File: src/rtl/llws_pkg.sv
`default_nettype none

package llws_pkg;

    localparam int NUM_WORKERS_DEF = 16;
    localparam int LOAD_BITS_DEF   = 16;

    localparam int ID_W     = 4;
    localparam int AMOUNT_W = 16;
    localparam int LOAD_W   = 16;

    localparam logic FUNC_ADD    = 1'b0;
    localparam logic FUNC_REMOVE = 1'b1;

    typedef struct packed {
        logic                func;
        logic [ID_W-1:0]     worker_id;
        logic [AMOUNT_W-1:0] amount;
    } in_item_t;

    typedef struct packed {
        logic [ID_W-1:0]   least_loaded_worker;
        logic [LOAD_W-1:0] least_load;
        logic [LOAD_W-1:0] new_load;
    } out_item_t;

    // Commands from the controller to the datapath.
    typedef struct packed {
        logic clr;
        logic accept;
        logic take_slot;
        logic take_load;
        logic step_up;
        logic probe_dn;
        logic step_dn;
        logic finish;
    } dp_cmd_t;

    // Status from the datapath to the controller.
    typedef struct packed {
        logic clr_last;
        logic id_ok;
        logic up_go;
        logic dn_go;
    } dp_sts_t;

endpackage

`default_nettype wire

File: src/rtl/llws_ram.sv
`default_nettype none

module llws_ram #(
    parameter int WIDTH = 16,
    parameter int DEPTH = 16
) (
    input  wire logic                     clk,
    input  wire logic                     we,
    input  wire logic [$clog2(DEPTH)-1:0] waddr,
    input  wire logic [WIDTH-1:0]         wdata,
    input  wire logic [$clog2(DEPTH)-1:0] raddr,
    output logic      [WIDTH-1:0]         rdata
);

    logic [WIDTH-1:0] mem [DEPTH];

    always_ff @(posedge clk)
    begin
        if (we)
        begin
            mem[waddr] <= wdata;
        end
        rdata <= mem[raddr];
    end

endmodule

`default_nettype wire

File: src/rtl/llws_ctrl.sv
`default_nettype none

module llws_ctrl (
    input  wire logic              clk,
    input  wire logic              rst_n,
    input  wire logic              start,
    input  wire llws_pkg::dp_sts_t sts,
    output llws_pkg::dp_cmd_t      cmd,
    output logic                   busy,
    output logic                   done
);

    import llws_pkg::*;

    typedef enum logic [7:0] {
        S_INIT  = 8'b0000_0001,
        S_IDLE  = 8'b0000_0010,
        S_SLOT  = 8'b0000_0100,
        S_LOAD  = 8'b0000_1000,
        S_PROBE = 8'b0001_0000,
        S_UP    = 8'b0010_0000,
        S_DN    = 8'b0100_0000,
        S_RESP  = 8'b1000_0000
    } state_t;

    state_t state_reg;
    state_t state_next;

    always_ff @(posedge clk or negedge rst_n)
    begin
        if (!rst_n)
        begin
            state_reg <= S_INIT;
        end
        else
        begin
            state_reg <= state_next;
        end
    end

    always_comb
    begin
        state_next = state_reg;
        cmd        = '0;
        unique case (state_reg)
            S_INIT:
            begin
                cmd.clr = 1'b1;
                if (sts.clr_last)
                begin
                    state_next = S_IDLE;
                end
            end
            S_IDLE:
            begin
                if (start)
                begin
                    cmd.accept = 1'b1;
                    state_next = sts.id_ok ? S_SLOT : S_RESP;
                end
            end
            S_SLOT:
            begin
                cmd.take_slot = 1'b1;
                state_next    = S_LOAD;
            end
            S_LOAD:
            begin
                cmd.take_load = 1'b1;
                state_next    = S_PROBE;
            end
            S_PROBE:
            begin
                // Moving toward the tail takes precedence over the head.
                if (sts.up_go)
                begin
                    cmd.step_up = 1'b1;
                    state_next  = S_UP;
                end
                else
                begin
                    cmd.probe_dn = 1'b1;
                    state_next   = S_DN;
                end
            end
            S_UP:
            begin
                if (sts.up_go)
                begin
                    cmd.step_up = 1'b1;
                end
                else
                begin
                    cmd.finish = 1'b1;
                    state_next = S_RESP;
                end
            end
            S_DN:
            begin
                if (sts.dn_go)
                begin
                    cmd.step_dn = 1'b1;
                end
                else
                begin
                    cmd.finish = 1'b1;
                    state_next = S_RESP;
                end
            end
            S_RESP:
            begin
                state_next = S_IDLE;
            end
            default:
            begin
                state_next = S_INIT;
            end
        endcase
    end

    assign busy = (state_reg != S_IDLE);
    assign done = (state_reg == S_RESP);

endmodule

`default_nettype wire

File: src/rtl/llws_dp.sv
`default_nettype none

module llws_dp #(
    parameter int NUM_WORKERS = llws_pkg::NUM_WORKERS_DEF,
    parameter int LOAD_BITS   = llws_pkg::LOAD_BITS_DEF
) (
    input  wire logic               clk,
    input  wire logic               rst_n,
    input  wire llws_pkg::in_item_t item,
    input  wire llws_pkg::dp_cmd_t  cmd,
    output llws_pkg::dp_sts_t       sts,
    output llws_pkg::out_item_t     result
);

    import llws_pkg::*;

    localparam int IDX_W = $clog2(NUM_WORKERS);
    localparam int ENT_W = IDX_W + LOAD_BITS;
    localparam int SUM_W = ((LOAD_BITS > AMOUNT_W) ? LOAD_BITS : AMOUNT_W) + 1;
    localparam logic [IDX_W-1:0] LAST     = IDX_W'(NUM_WORKERS - 1);
    localparam logic [SUM_W-1:0] LOAD_MAX = SUM_W'({LOAD_BITS{1'b1}});

    logic [IDX_W-1:0]     w_reg;
    logic                 func_reg;
    logic [AMOUNT_W-1:0]  amount_reg;
    logic [IDX_W-1:0]     pos_reg;
    logic [LOAD_BITS-1:0] cnt_reg;
    logic [LOAD_BITS-1:0] newload_reg;
    logic [LOAD_BITS-1:0] newload_next;
    logic [IDX_W-1:0]     clr_idx_reg;
    logic [IDX_W-1:0]     head_w_reg;
    logic [LOAD_BITS-1:0] head_ld_reg;

    logic             ord_we;
    logic [IDX_W-1:0] ord_waddr;
    logic [ENT_W-1:0] ord_wdata;
    logic [IDX_W-1:0] ord_raddr;
    logic [ENT_W-1:0] ord_rdata;
    logic             slot_we;
    logic [IDX_W-1:0] slot_waddr;
    logic [IDX_W-1:0] slot_wdata;
    logic [IDX_W-1:0] slot_raddr;
    logic [IDX_W-1:0] slot_rdata;

    logic [IDX_W-1:0]     rd_w;
    logic [LOAD_BITS-1:0] rd_ld;
    logic [8:0]           id_wide;
    logic [8:0]           head_w_wide;
    logic [31:0]          head_ld_wide;
    logic [31:0]          newload_wide;
    logic [SUM_W-1:0]     cur_ext;
    logic [SUM_W-1:0]     amt_ext;
    logic [SUM_W-1:0]     sum;
    logic [SUM_W-1:0]     diff;
    logic [LOAD_BITS-1:0] sat_load;

    // Slot to {worker, load}: the sorted order with each load kept beside it.
    llws_ram #(
        .WIDTH(ENT_W),
        .DEPTH(NUM_WORKERS)
    ) u_ord_ram (
        .clk  (clk),
        .we   (ord_we),
        .waddr(ord_waddr),
        .wdata(ord_wdata),
        .raddr(ord_raddr),
        .rdata(ord_rdata)
    );

    // Worker to slot.
    llws_ram #(
        .WIDTH(IDX_W),
        .DEPTH(NUM_WORKERS)
    ) u_slot_ram (
        .clk  (clk),
        .we   (slot_we),
        .waddr(slot_waddr),
        .wdata(slot_wdata),
        .raddr(slot_raddr),
        .rdata(slot_rdata)
    );

    assign rd_w    = ord_rdata[ENT_W-1:LOAD_BITS];
    assign rd_ld   = ord_rdata[LOAD_BITS-1:0];
    assign id_wide = 9'(item.worker_id);

    // Saturating update of the load that was just read from the worker's slot.
    assign cur_ext = SUM_W'(rd_ld);
    assign amt_ext = SUM_W'(amount_reg);
    assign sum     = cur_ext + amt_ext;
    assign diff    = cur_ext - amt_ext;

    always_comb
    begin
        if (func_reg == FUNC_REMOVE)
        begin
            sat_load = (amt_ext > cur_ext) ? '0 : diff[LOAD_BITS-1:0];
        end
        else
        begin
            sat_load = (sum > LOAD_MAX) ? LOAD_MAX[LOAD_BITS-1:0] : sum[LOAD_BITS-1:0];
        end
    end

    // Memory port steering.
    always_comb
    begin
        ord_we     = 1'b0;
        ord_waddr  = pos_reg;
        ord_wdata  = ord_rdata;
        ord_raddr  = pos_reg;
        slot_we    = 1'b0;
        slot_waddr = rd_w;
        slot_wdata = pos_reg;
        slot_raddr = id_wide[IDX_W-1:0];
        if (cmd.clr)
        begin
            ord_we     = 1'b1;
            ord_waddr  = clr_idx_reg;
            ord_wdata  = {clr_idx_reg, {LOAD_BITS{1'b0}}};
            slot_we    = 1'b1;
            slot_waddr = clr_idx_reg;
            slot_wdata = clr_idx_reg;
        end
        else if (cmd.take_slot)
        begin
            ord_raddr = slot_rdata;
        end
        else if (cmd.take_load)
        begin
            ord_raddr = pos_reg + IDX_W'(1);
        end
        else if (cmd.step_up)
        begin
            // The neighbor drops into the current slot.
            ord_we    = 1'b1;
            slot_we   = 1'b1;
            ord_raddr = pos_reg + IDX_W'(2);
        end
        else if (cmd.probe_dn)
        begin
            ord_raddr = pos_reg - IDX_W'(1);
        end
        else if (cmd.step_dn)
        begin
            ord_we    = 1'b1;
            slot_we   = 1'b1;
            ord_raddr = pos_reg - IDX_W'(2);
        end
        else if (cmd.finish)
        begin
            ord_we     = 1'b1;
            ord_wdata  = {w_reg, cnt_reg};
            slot_we    = 1'b1;
            slot_waddr = w_reg;
        end
    end

    always_comb
    begin
        newload_next = newload_reg;
        if (cmd.accept)
        begin
            newload_next = '0;
        end
        else if (cmd.take_load)
        begin
            newload_next = sat_load;
        end
    end

    always_ff @(posedge clk)
    begin
        if (cmd.accept)
        begin
            w_reg      <= id_wide[IDX_W-1:0];
            func_reg   <= item.func;
            amount_reg <= item.amount;
        end
        if (cmd.take_slot)
        begin
            pos_reg <= slot_rdata;
        end
        else if (cmd.step_up)
        begin
            pos_reg <= pos_reg + IDX_W'(1);
        end
        else if (cmd.step_dn)
        begin
            pos_reg <= pos_reg - IDX_W'(1);
        end
        if (cmd.take_load)
        begin
            cnt_reg <= sat_load;
        end
        newload_reg <= newload_next;
    end

    // The head entry is mirrored so that the result needs no memory read.
    always_ff @(posedge clk or negedge rst_n)
    begin
        if (!rst_n)
        begin
            clr_idx_reg <= '0;
            head_w_reg  <= '0;
            head_ld_reg <= '0;
        end
        else
        begin
            if (cmd.clr)
            begin
                clr_idx_reg <= clr_idx_reg + IDX_W'(1);
            end
            if (ord_we && (ord_waddr == '0))
            begin
                head_w_reg  <= ord_wdata[ENT_W-1:LOAD_BITS];
                head_ld_reg <= ord_wdata[LOAD_BITS-1:0];
            end
        end
    end

    assign sts.clr_last = (clr_idx_reg == LAST);
    assign sts.id_ok    = (32'(item.worker_id) < 32'(NUM_WORKERS));
    assign sts.up_go    = (pos_reg != LAST) && (cnt_reg > rd_ld);
    assign sts.dn_go    = (pos_reg != '0) && (cnt_reg < rd_ld);

    assign head_w_wide  = 9'(head_w_reg);
    assign head_ld_wide = 32'(head_ld_reg);
    assign newload_wide = 32'(newload_reg);

    assign result.least_loaded_worker = head_w_wide[ID_W-1:0];
    assign result.least_load          = head_ld_wide[LOAD_W-1:0];
    assign result.new_load            = newload_wide[LOAD_W-1:0];

endmodule

`default_nettype wire

File: src/rtl/least_loaded_worker_sorter.sv
// Channel   Ports                        Transfer condition
// -------   --------------------------   ------------------------------------
// input     start, busy, item            rising edge with start high, busy low
// result    done, result                 every rising edge that ends a done cycle
//
// An in-range item goes through the slot lookup, the load update and a probe
// of the upper neighbor, then shifts its worker toward the tail, or reads the
// lower neighbor and shifts it toward the head or leaves it in place.
// An out-of-range worker gives its result in the cycle after the transfer. Busy
// drops in the cycle after done. The shift loop moves one neighbor per cycle
// through the single read port of the sorted-order memory.
// After reset a clearing pass loads the identity order and zero loads;
// busy stays high until it ends.
// Done is high for exactly one cycle per item and the receiver cannot stall.

`default_nettype none

module least_loaded_worker_sorter #(
    parameter int NUM_WORKERS = llws_pkg::NUM_WORKERS_DEF,
    parameter int LOAD_BITS   = llws_pkg::LOAD_BITS_DEF
) (
    input  wire logic               clk,
    input  wire logic               rst_n,
    input  wire logic               start,
    output logic                    busy,
    input  wire llws_pkg::in_item_t item,
    output logic                    done,
    output llws_pkg::out_item_t     result
);

    import llws_pkg::*;

    dp_cmd_t cmd;
    dp_sts_t sts;

    // The controller sequences the lookup, the saturating update, the
    // neighbor shifts in one direction, and the final placement.
    llws_ctrl u_ctrl (
        .clk  (clk),
        .rst_n(rst_n),
        .start(start),
        .sts  (sts),
        .cmd  (cmd),
        .busy (busy),
        .done (done)
    );

    // The datapath holds the slot and worker memories, the position being
    // moved, and a mirror of the head slot that feeds the result.
    llws_dp #(
        .NUM_WORKERS(NUM_WORKERS),
        .LOAD_BITS  (LOAD_BITS)
    ) u_dp (
        .clk   (clk),
        .rst_n (rst_n),
        .item  (item),
        .cmd   (cmd),
        .sts   (sts),
        .result(result)
    );

endmodule

`default_nettype wire

File: config.mk
export PLATFORM = sky130hd
export DESIGN_NAME = least_loaded_worker_sorter
export DESIGN_NICKNAME = d
export VERILOG_FILES = /design/src/rtl/llws_pkg.sv /design/src/rtl/llws_ram.sv /design/src/rtl/llws_ctrl.sv /design/src/rtl/llws_dp.sv /design/src/rtl/least_loaded_worker_sorter.sv
export SDC_FILE = /design/constraint.sdc
export NUM_CORES = 1
export LEC_CHECK = 0
export ABC_CLOCK_PERIOD_IN_PS = 9600
export BUFFER_PORTS_ARGS = -buffer_cell sky130_fd_sc_hd__buf_2
export CAP_MARGIN = 20
export CORE_MARGIN = 8
export CORE_UTILIZATION = 50
export CTS_BUF_LIST = sky130_fd_sc_hd__clkbuf_4 sky130_fd_sc_hd__clkbuf_8
export CTS_CLUSTER_SIZE = 16
export DETAILED_ROUTE_END_ITERATION = 8
export PLACE_DENSITY_LB_ADDON = 0.25
export SLEW_MARGIN = 20
export SYNTH_ARGS = -nofsm -noshare
export SYNTH_HDL_FRONTEND = slang
export SYNTH_SLANG_ARGS = --single-unit
File: constraint.sdc
create_clock -name clk -period 9.6 [get_ports clk]
set_input_delay 0.48 -clock clk [delete_from_list [all_inputs] [get_ports clk]]
set_output_delay 0.48 -clock clk [all_outputs]
set_load 0.02 [all_outputs]
==> summary by stage, run 1 <==
Status
The run finished with clean final reports.

Yosys
During synthesis, Yosys emitted a total of 0 warnings. The most common cell in the synthesized netlist is sky130_fd_sc_hd__edfxtp_1. The cell area after synthesis is 22100 um2. The area fraction of the dominant cell type after synthesis is 57.8%.

Of all flip-flops after synthesis, the portion carrying an async set or reset was 6.44%. In the post-synthesis netlist, the biggest area contributors are sky130_fd_sc_hd__edfxtp_1 (58%), sky130_fd_sc_hd__nand2_1 (6.7%), sky130_fd_sc_hd__a21oi_1 (4.4%), sky130_fd_sc_hd__dfxtp_1 (3.6%), sky130_fd_sc_hd__dfrtp_1 (3.5%). The dominant cell type by area after synthesis is sky130_fd_sc_hd__edfxtp_1. The average instance in the mapped netlist occupies 12.0 um2.

The number of instances in the synthesized netlist is 1834. The unique cell type count in the Yosys netlist is 81. The post-synth net total is 1914. The dominant synthesized flop cell is sky130_fd_sc_hd__edfxtp_1. The share of the Yosys chip area taken by registers is 65.0%.

In the synthesized netlist, the cells that appear most often are sky130_fd_sc_hd__edfxtp_1 (425), sky130_fd_sc_hd__nand2_1 (392), sky130_fd_sc_hd__a21oi_1 (193), sky130_fd_sc_hd__nor2_1 (101), sky130_fd_sc_hd__o21bai_1 (77). The count of flip-flops with a built-in enable after synthesis is roughly 430. The synthesized design contains 497 register bits.

Floorplanning
The initial utilization of the core area, before any placement, comes to 50.3%. The number of rows in the core area is 77. The core box area is 43900 um2. The die covers 51200 um2. The die is 226 um wide. The die span in y is roughly 230 um. During I/O placement, the number of pins put on the boundary was just over 60.

Layout
The filler cells instantiated in the layout total 3627. 0 antenna diodes ended up in the layout. After routing the design area is 25000 um2.

Counting flops per register, the top entry is u_dp.u_ord_ram.mem. The area of all sequential standard cells is 14400 um2. The area overhead of the layout relative to synthesis is 13.4%. The total area of multi-input combinational cells is about 7100 um2.

The fraction of final layout cells with drive strength greater than 1 is 16.4%. After the last flow step, the layout net total stands at 2025. The largest registers in the layout are u_dp.u_ord_ram.mem (320), u_dp.u_slot_ram.mem (64), u_dp.u_ord_ram.rdata (20). The register with the most flip-flops in the layout has 320 of them.

Timing
The final setup violation count is 0. The hold violation total from the final report is 0. Counting I/O delays and the setup requirement, the final critical path takes 5.01 ns.

At the pin with the least slew margin, the transition time is approximately 1.1 ns. The worst path uses 52.2% of the clock period. The number of pins with negative max-slew slack in the final report is 0. The maximum frequency from static timing analysis is 200 MHz. The worst slew margin relative to its limit is 26.8%. Setup repair after global routing left no endpoint under its margin. For the final routed database, the setup TNS stands at 0 ns.

On the final layout, the worst clock skew is about 0.036 ns. The final worst setup slack is 4.59 ns.

CTS
CTS saw 497 sinks. After clock tree synthesis, the repair step resized 0 gates. The maximum number of buffers from clock root to sink is 3. TritonCTS created 83 clock buffers. The CTS tree is done.

CTS built an H-tree with a depth of 3. Clock-pin slew was measured on the worst setup and hold paths at 0.06 ns. The clock network latency to the later pin of the worst-skew pair is 0.66 ns.

The root buffer selected by CTS is sky130_fd_sc_hd__clkbuf_8.

Place
The placement-stage cell area is 23100 um2. Summed over all nets, the half-perimeter wirelength after detailed placement is 33600 um. During placement, the flow inserted port buffers numbering 61. The pre-CTS worst setup slack is 4.59 ns. Routability-driven placement finished with a final weighted congestion of 0.863.

Worst hold path
The worst min-delay path class is in -> reg.

Job
The max-capacitance violation count is 0.

Route
The DRC marker count from the first detailed-route iteration is 1736. The routed wire length per instance is 21.6 um. The detailed router placed 14938 vias in this run.

For this run, design rule violations remaining after detail routing come to 0. Using the TritonRoute via totals, the vias-per-cell ratio works out to 5.74. The total length of routed wires is approximately 56000 um.

Once detail routing completed, the nets flagged for antenna violations numbered 0. The total iterations of the first detailed-routing run is 6.

Setup path
The maximum fanout along the worst path is slightly below 100. At the worst endpoint, the required time is just over 10 ns. The critical path is of the reg -> reg type. The worst setup path is launched from a flip-flop. Data arrives at the worst endpoint at 5.55 ns. STA classifies the critical path endpoint as a flip-flop.

Power and ir drop
Dividing total power by cell area gives a power density of 294 nW/um2. In this run the static leakage power is 0.00968 uW. The worst vdd rail ir drop is 0.212 mV.

Global routing
Global routing used 21.8% of the available tracks across all layers. The first-pass GRT wire length is 85400 um. Entering global routing, the biggest net connects 98 pins.

The number of antenna violations at the first check in global routing was 3. The total overflow left after global routing is 0. The via count of the first global-routing pass is roughly 15000.
## where the power goes
part / internal [uW] / total, uW / switching (uW) / leakage (uW)
Sequential: 3120 / 3310 / 185 / 0.00467
Clock: 1120 / 1950 / 834 / 0.000931
Combinational: 638 / 2110 / 1470 / 0.00408
Total: 4880 / 7370 / 2490 / 0.00968
## critical path, stage by stage, from the launching register on
cell and delay, ns:
sky130_fd_sc_hd__dfxtp_1 0.51, sky130_fd_sc_hd__inv_1 0.09, sky130_fd_sc_hd__ha_1 0.33, sky130_fd_sc_hd__nand4_1 0.12, sky130_fd_sc_hd__nor3_1 0.28, sky130_fd_sc_hd__o21a_1 0.36
sky130_fd_sc_hd__o31ai_2 0.17, sky130_fd_sc_hd__a2111oi_1 0.83, sky130_fd_sc_hd__a211o_4 0.62, sky130_fd_sc_hd__buf_4 0.90, sky130_fd_sc_hd__nand2_1 0.12, sky130_fd_sc_hd__a21oi_1 0.16
sky130_fd_sc_hd__o21bai_1 0.12, sky130_fd_sc_hd__nand4_1 0.20
## placed cells by master, fill, tap and decap left out, types with 6 or more instances in the layout
master,n
sky130_fd_sc_hd__a211oi_1,7
sky130_fd_sc_hd__a21o_1,9
sky130_fd_sc_hd__a21oi_1,187
sky130_fd_sc_hd__a21oi_2,6
sky130_fd_sc_hd__and2_1,6
sky130_fd_sc_hd__and3_1,9
sky130_fd_sc_hd__buf_2,61
sky130_fd_sc_hd__buf_4,43
sky130_fd_sc_hd__clkbuf_4,25
sky130_fd_sc_hd__clkbuf_8,100
sky130_fd_sc_hd__clkinv_1,11
sky130_fd_sc_hd__clkinv_2,10
sky130_fd_sc_hd__dfrtp_1,31
sky130_fd_sc_hd__dfxtp_1,40
sky130_fd_sc_hd__dlygate4sd3_1,18
sky130_fd_sc_hd__edfxtp_1,425
sky130_fd_sc_hd__ha_1,54
sky130_fd_sc_hd__inv_1,62
sky130_fd_sc_hd__mux2_2,23
sky130_fd_sc_hd__mux2i_1,12
sky130_fd_sc_hd__mux4_2,20
sky130_fd_sc_hd__nand2_1,391
sky130_fd_sc_hd__nand2b_1,11
sky130_fd_sc_hd__nand3_1,25
sky130_fd_sc_hd__nand4_1,28
sky130_fd_sc_hd__nor2_1,85
sky130_fd_sc_hd__nor2_2,15
sky130_fd_sc_hd__nor2b_1,11
sky130_fd_sc_hd__nor3_1,22
sky130_fd_sc_hd__o21a_1,13
sky130_fd_sc_hd__o21ai_0,35
sky130_fd_sc_hd__o21bai_1,77
sky130_fd_sc_hd__xnor2_1,9
## timing repair
action	4_1_cts	5_1_grt
hold endpoints to repair	25	0
hold buffers	18	0
endpoints found under the setup margin	0	0
setup buffers	0	0
## kinds of logic (layout without fill, tap and decap cells)
kind of cell / count (synthesis) / count (layout) / share of synthesized area [%]
and+or+nand+nor: 639 / 639 / 12.5
DFF: 497 / 497 / 65.0
AOI/OAI and AO/OA: 417 / 417 / 11.9
buffers and inverters: 159 / 334 / 3.07
adders and majority gates: 56 / 56 / 3.24
muxes: 55 / 55 / 3.76
xor gates and xnor gates: 11 / 11 / 0.436
## cell type report
cell class / count / area share [%]
Multi-Input combinational cell: 1178 / 28.5
Clock inverter: 24 / 0.739
Sequential cell: 497 / 57.4
Tap cell: 592 / 2.96
Timing Repair Buffer: 122 / 3.23
Inverter: 63 / 0.944
Clock buffer: 125 / 6.24
## final timing paths
| path | startpoint | endpoint | slack, ns | cells past startpoint |
|---|---|---|---|---|
| setup / recovery | u_dp.u_ord_ram.rdata[7]$_DFF_P_ | u_dp.u_ord_ram.rdata[14]$_DFF_P_ | 4.59 | 13 |
| hold / removal | item[19] | u_dp.w_reg[3]$_DFFE_PP_ | 0.15 | 1 |
| setup reg to reg | u_dp.u_ord_ram.rdata[7]$_DFF_P_ | u_dp.u_ord_ram.rdata[14]$_DFF_P_ | 4.59 | 13 |
| hold reg to reg | u_dp.newload_reg[14]$_SDFFE_PP0P_ | u_dp.newload_reg[14]$_SDFFE_PP0P_ | 0.45 | 2 |
| max in group asynchronous | rst_n | u_dp.clr_idx_reg[1]$_DFFE_PN0P_ | 8.46 | 2 |
| min in group asynchronous | rst_n | u_dp.head_ld_reg[6]$_DFFE_PN0P_ | 0.53 | 2 |
## per-layer routing
metal | up-vias | routed length, um | GRT usage, %
met3 | 100 | 4670 | 3.90
li1 | 6927 | - | -
met4 | 2 | 1340 | 7.31
met5 | - | 11 | 0
met1 | 7270 | 24400 | 30.6
met2 | 639 | 25800 | 34.2
## per-stage QoR
stage	util [%]	std cells	power [uW]	hold WS, ns
after global routing	57.0	2601	7730	0.129
after CTS	57.0	2601	7410	0.109
after detailed placement	52.6	2434	5440	0.447
after global placement	52.6	2433	5380	0.437
after floorplan	-	1834	4590	0.184
final	57.0	2601	7370	0.146
(Power assumes the default switching activity.)
==> inputs of run 2 (changes only) <==
--- a/config.mk
+++ b/config.mk
@@ -5,7 +5,7 @@
 export SDC_FILE = /design/constraint.sdc
 export NUM_CORES = 1
 export LEC_CHECK = 0
-export ABC_CLOCK_PERIOD_IN_PS = 9600
+export ABC_CLOCK_PERIOD_IN_PS = 4550
 export BUFFER_PORTS_ARGS = -buffer_cell sky130_fd_sc_hd__buf_2
 export CAP_MARGIN = 20
 export CORE_MARGIN = 8
==> constraint.sdc (replaced) <==
create_clock -name clk -period 4.55 [get_ports clk]
set_input_delay 0.2275 -clock clk [delete_from_list [all_inputs] [get_ports clk]]
set_output_delay 0.2275 -clock clk [all_outputs]
set_load 0.02 [all_outputs]
==> summary by stage, run 2 (synthesis results as in run 1) <==
Status
The flow ran to the end, and the final reports show no timing, DRC or antenna violations.

Layout
The fill cell instance count of the final layout is 3527 (-2.8%). The utilization after layout was 58.1% (+1.1 points). The area of all sequential standard cells came to 14400 um2 (unchanged). The total area of multi-input combinational cells came to 7120 um2 (-0.37%). The number of diodes is 0 (unchanged). The largest registers in the layout are u_dp.u_ord_ram.mem (320), u_dp.u_slot_ram.mem (64), u_dp.u_ord_ram.rdata (20). The number of standard cells in the final layout excluding fillers is 2647 (+1.8%). The register containing the most flip-flops in the final layout is u_dp.u_ord_ram.mem. The flip-flop count of the largest register, all copies and words added is 320 (unchanged). The top cell types in the final layout, fill and taps aside, are sky130_fd_sc_hd__edfxtp_1 (425), sky130_fd_sc_hd__nand2_1 (391), sky130_fd_sc_hd__a21oi_1 (193). The fraction of final layout cells with drive strength greater than 1 is 17.8% (+1.4 points). The number of nets in the final layout is 2068 (+2.1%). The most common cell after layout, fill and taps aside is sky130_fd_sc_hd__edfxtp_1. The area growth from synthesis to layout is 15.6%.

Timing
The share of the clock period used by the worst path is 93.0% (+41 points). The worst slew margin relative to its limit came to 36.3% (+9.5 points). The final critical delay including setup and external delays is 4.23 ns (-0.775 ns). The final setup violation count is 0 (unchanged). The summed negative setup slack over all endpoints is 0 ns (unchanged). The pin slew with the least headroom to its limit is 0.956 ns (-0.142 ns). The worst clock skew is 0.0401 ns (+0.00365 ns).

The maximum frequency from static timing analysis is 236 MHz (+18%). The hold violation total from the final report is 0 (unchanged). The number of pins with negative max-slew slack in the final report is 0 (unchanged). Setup repair after global routing left no endpoint under its margin.

Setup path
The longest individual stage delay on the worst path is 0.52 ns (-0.38 ns). On the critical path the largest part of the delay comes from compound AO/OA/AOI/OAI gates. The data arrival time of the critical path was 4.52 ns (-1.03 ns).

The worst setup path is captured at a flip-flop. The highest-delay cell along the critical path is sky130_fd_sc_hd__nor4b_1. The maximum fanout along the worst path is 7 (-93%). The number of buffers and inverters on the critical path came to 1 (-1).

STA classifies the critical path startpoint as a flip-flop. Traced cell by cell, the critical path runs through inv_1 > ha_1 > a211oi_1 > o21ai_1 > a22o_1 > nor4b_1 > a2bb2oi_2 > mux2i_1 > o21ai_1 > nand3_1 > nor2_1. The required time at the worst-slack endpoint was 4.84 ns (-5.30 ns). The cell repeated most along the worst path is sky130_fd_sc_hd__o21ai_1.

The path type of the worst setup path is reg -> reg.

Floorplanning
The overall die width is 226 um (unchanged). The area of the die is 51200 um2 (unchanged). The initial core utilization is 50.3% (unchanged).

The core box area was 43900 um2 (unchanged). The top-level I/O count is 62 (unchanged). The number of rows in the core area is 77 (unchanged). The die span in y was 226 um (unchanged).

Route
The total iterations of the first detailed-routing run is 7 (+1). The number of vias per cell is 5.75 (+0.10%). The routed wire length per instance came to 21.5 um (-0.74%).

The total length of routed wires is 56800 um (+1.0%). The DRC violation count after routing is 0 (unchanged). The final antenna-violating net count is 0 (unchanged). The DRC marker count from the first detailed-route iteration is 1364 (-21%). The detailed-route via count is 15218 (+1.9%).

CTS
The maximum number of buffers from clock root to sink is 3 (unchanged). The clock slew seen by the registers of the worst setup and hold paths is 0.06 ns (about the same). TritonCTS built the clock tree. The number of post-CTS setup repair buffers was 0 (unchanged). The TritonCTS buffer count is 82 (-1.2%). The clock network latency to the later pin of the worst-skew pair is 0.67 ns (about the same).

The number of clock sinks seen by CTS came to 497 (unchanged). The root buffer selected by CTS is sky130_fd_sc_hd__clkbuf_8. The count of H-tree levels built during CTS was 3 (unchanged).

Global routing
The global-route total usage across every layer was 22.2% (+0.33 points). The largest net degree at the start of global routing is 68 (-31%). The first-pass GRT wire length was 87400 um (+2.3%). The via count of the first global-routing pass is 14775 (+1.1%). The number of antenna violations at the first check in global routing is 0 (-3). The total congestion overflow is 0 (unchanged).

Place
The number of placed instances with taps included is 2475 (+1.7%). The total of buffers placed on input and output ports was 61 (unchanged). The total half-perimeter wirelength after legalization and detailed placement was 36100 um (+7.4%). The weighted congestion at the end of routability-driven global placement is 0.892 (+3.4%).

Power and ir drop
The worst vdd rail ir drop came to 0.281 mV (+33%). The static leakage is 0.00992 uW (+2.5%). The areal power density over the cells came to 617 nW/um2 (+110%).

Job
The max-capacitance violation count was 0 (unchanged).

Worst hold path
The min-delay analysis places its worst path in the category in -> reg.
-- run 2: changes by cell type in the layout (fill, tap and decap cells not counted), moves of 2 or more --
cell                            before  now
sky130_fd_sc_hd__clkbuf_4           25   38
sky130_fd_sc_hd__bufinv_16           3    5
sky130_fd_sc_hd__a21oi_2             6    0
sky130_fd_sc_hd__a21oi_1           187  193
sky130_fd_sc_hd__inv_6               0    2
sky130_fd_sc_hd__buf_12              0   16
sky130_fd_sc_hd__clkbuf_8          100   85
sky130_fd_sc_hd__clkinvlp_4          1    5
sky130_fd_sc_hd__dlygate4sd3_1      18   21
sky130_fd_sc_hd__buf_4              43   68
sky130_fd_sc_hd__clkinv_2           10    5
-- run 2: path summary, 6_finish.rpt --
kind | startpoint | end | slack (ns) | cells after the start
max reg2reg | u_dp.u_ord_ram.rdata[8]$_DFF_P_ | u_dp.u_slot_ram.mem[13][1]$_DFFE_PP_ | 0.32 | 11
max | u_dp.u_ord_ram.rdata[8]$_DFF_P_ | u_dp.u_slot_ram.mem[13][1]$_DFFE_PP_ | 0.32 | 11
min in group asynchronous | rst_n | u_dp.head_ld_reg[9]$_DFFE_PN0P_ | 0.27 | 2
min reg2reg | u_dp.newload_reg[9]$_SDFFE_PP0P_ | u_dp.newload_reg[9]$_SDFFE_PP0P_ | 0.44 | 2
min | item[17] | u_dp.w_reg[1]$_DFFE_PP_ | 0.07 | 1
max in group asynchronous | rst_n | u_dp.head_ld_reg[3]$_DFFE_PN0P_ | 3.68 | 2
-- run 2: layer usage --
layer,up-vias,wire [um],GRT usage [%]
met5,-,0,0
met4,0,1060,6.54
met3,93,4100,3.53
met2,641,26100,34.4
met1,7477,25500,32.0
li1,7007,-,-
-- run 2: repair_timing --
| item | in CTS | in global routing |
|---|---|---|
| gates resized for setup | 0 | 0 |
| endpoints found under the hold margin | 56 | 0 |
| hold buffers | 21 | 0 |
-- run 2: per-stage QoR --
| stage | total power, uW | area, um2 | setup WS, ns | hold slack (ns) |
|---|---|---|---|---|
| floorplan | 9690 | 22100 | 0.607 | -0.0681 |
| global placement | 11600 | 23600 | 0.496 | 0.408 |
| detailed placement | 11700 | 23600 | 0.376 | 0.406 |
| CTS | 15800 | 25500 | 0.353 | 0.0228 |
| global route | 16500 | 25500 | 0.0207 | 0.0430 |
| finish | 15800 | 25500 | 0.318 | 0.0673 |
-- run 2: final cells by class --
cell class	count	area share, %
clock buffers	123	5.70
clock inverters	28	1.09
inverters	63	0.926
multi-input cells	1178	27.9
flip-flops and latches	497	56.2
well taps	592	2.90
repair buffers	166	5.27
-- run 2: power by group --
group	total, uW	internal, uW	switching [uW]
Sequential	6970	6580	392
Combinational	4650	1510	3140
Clock	4140	2340	1800
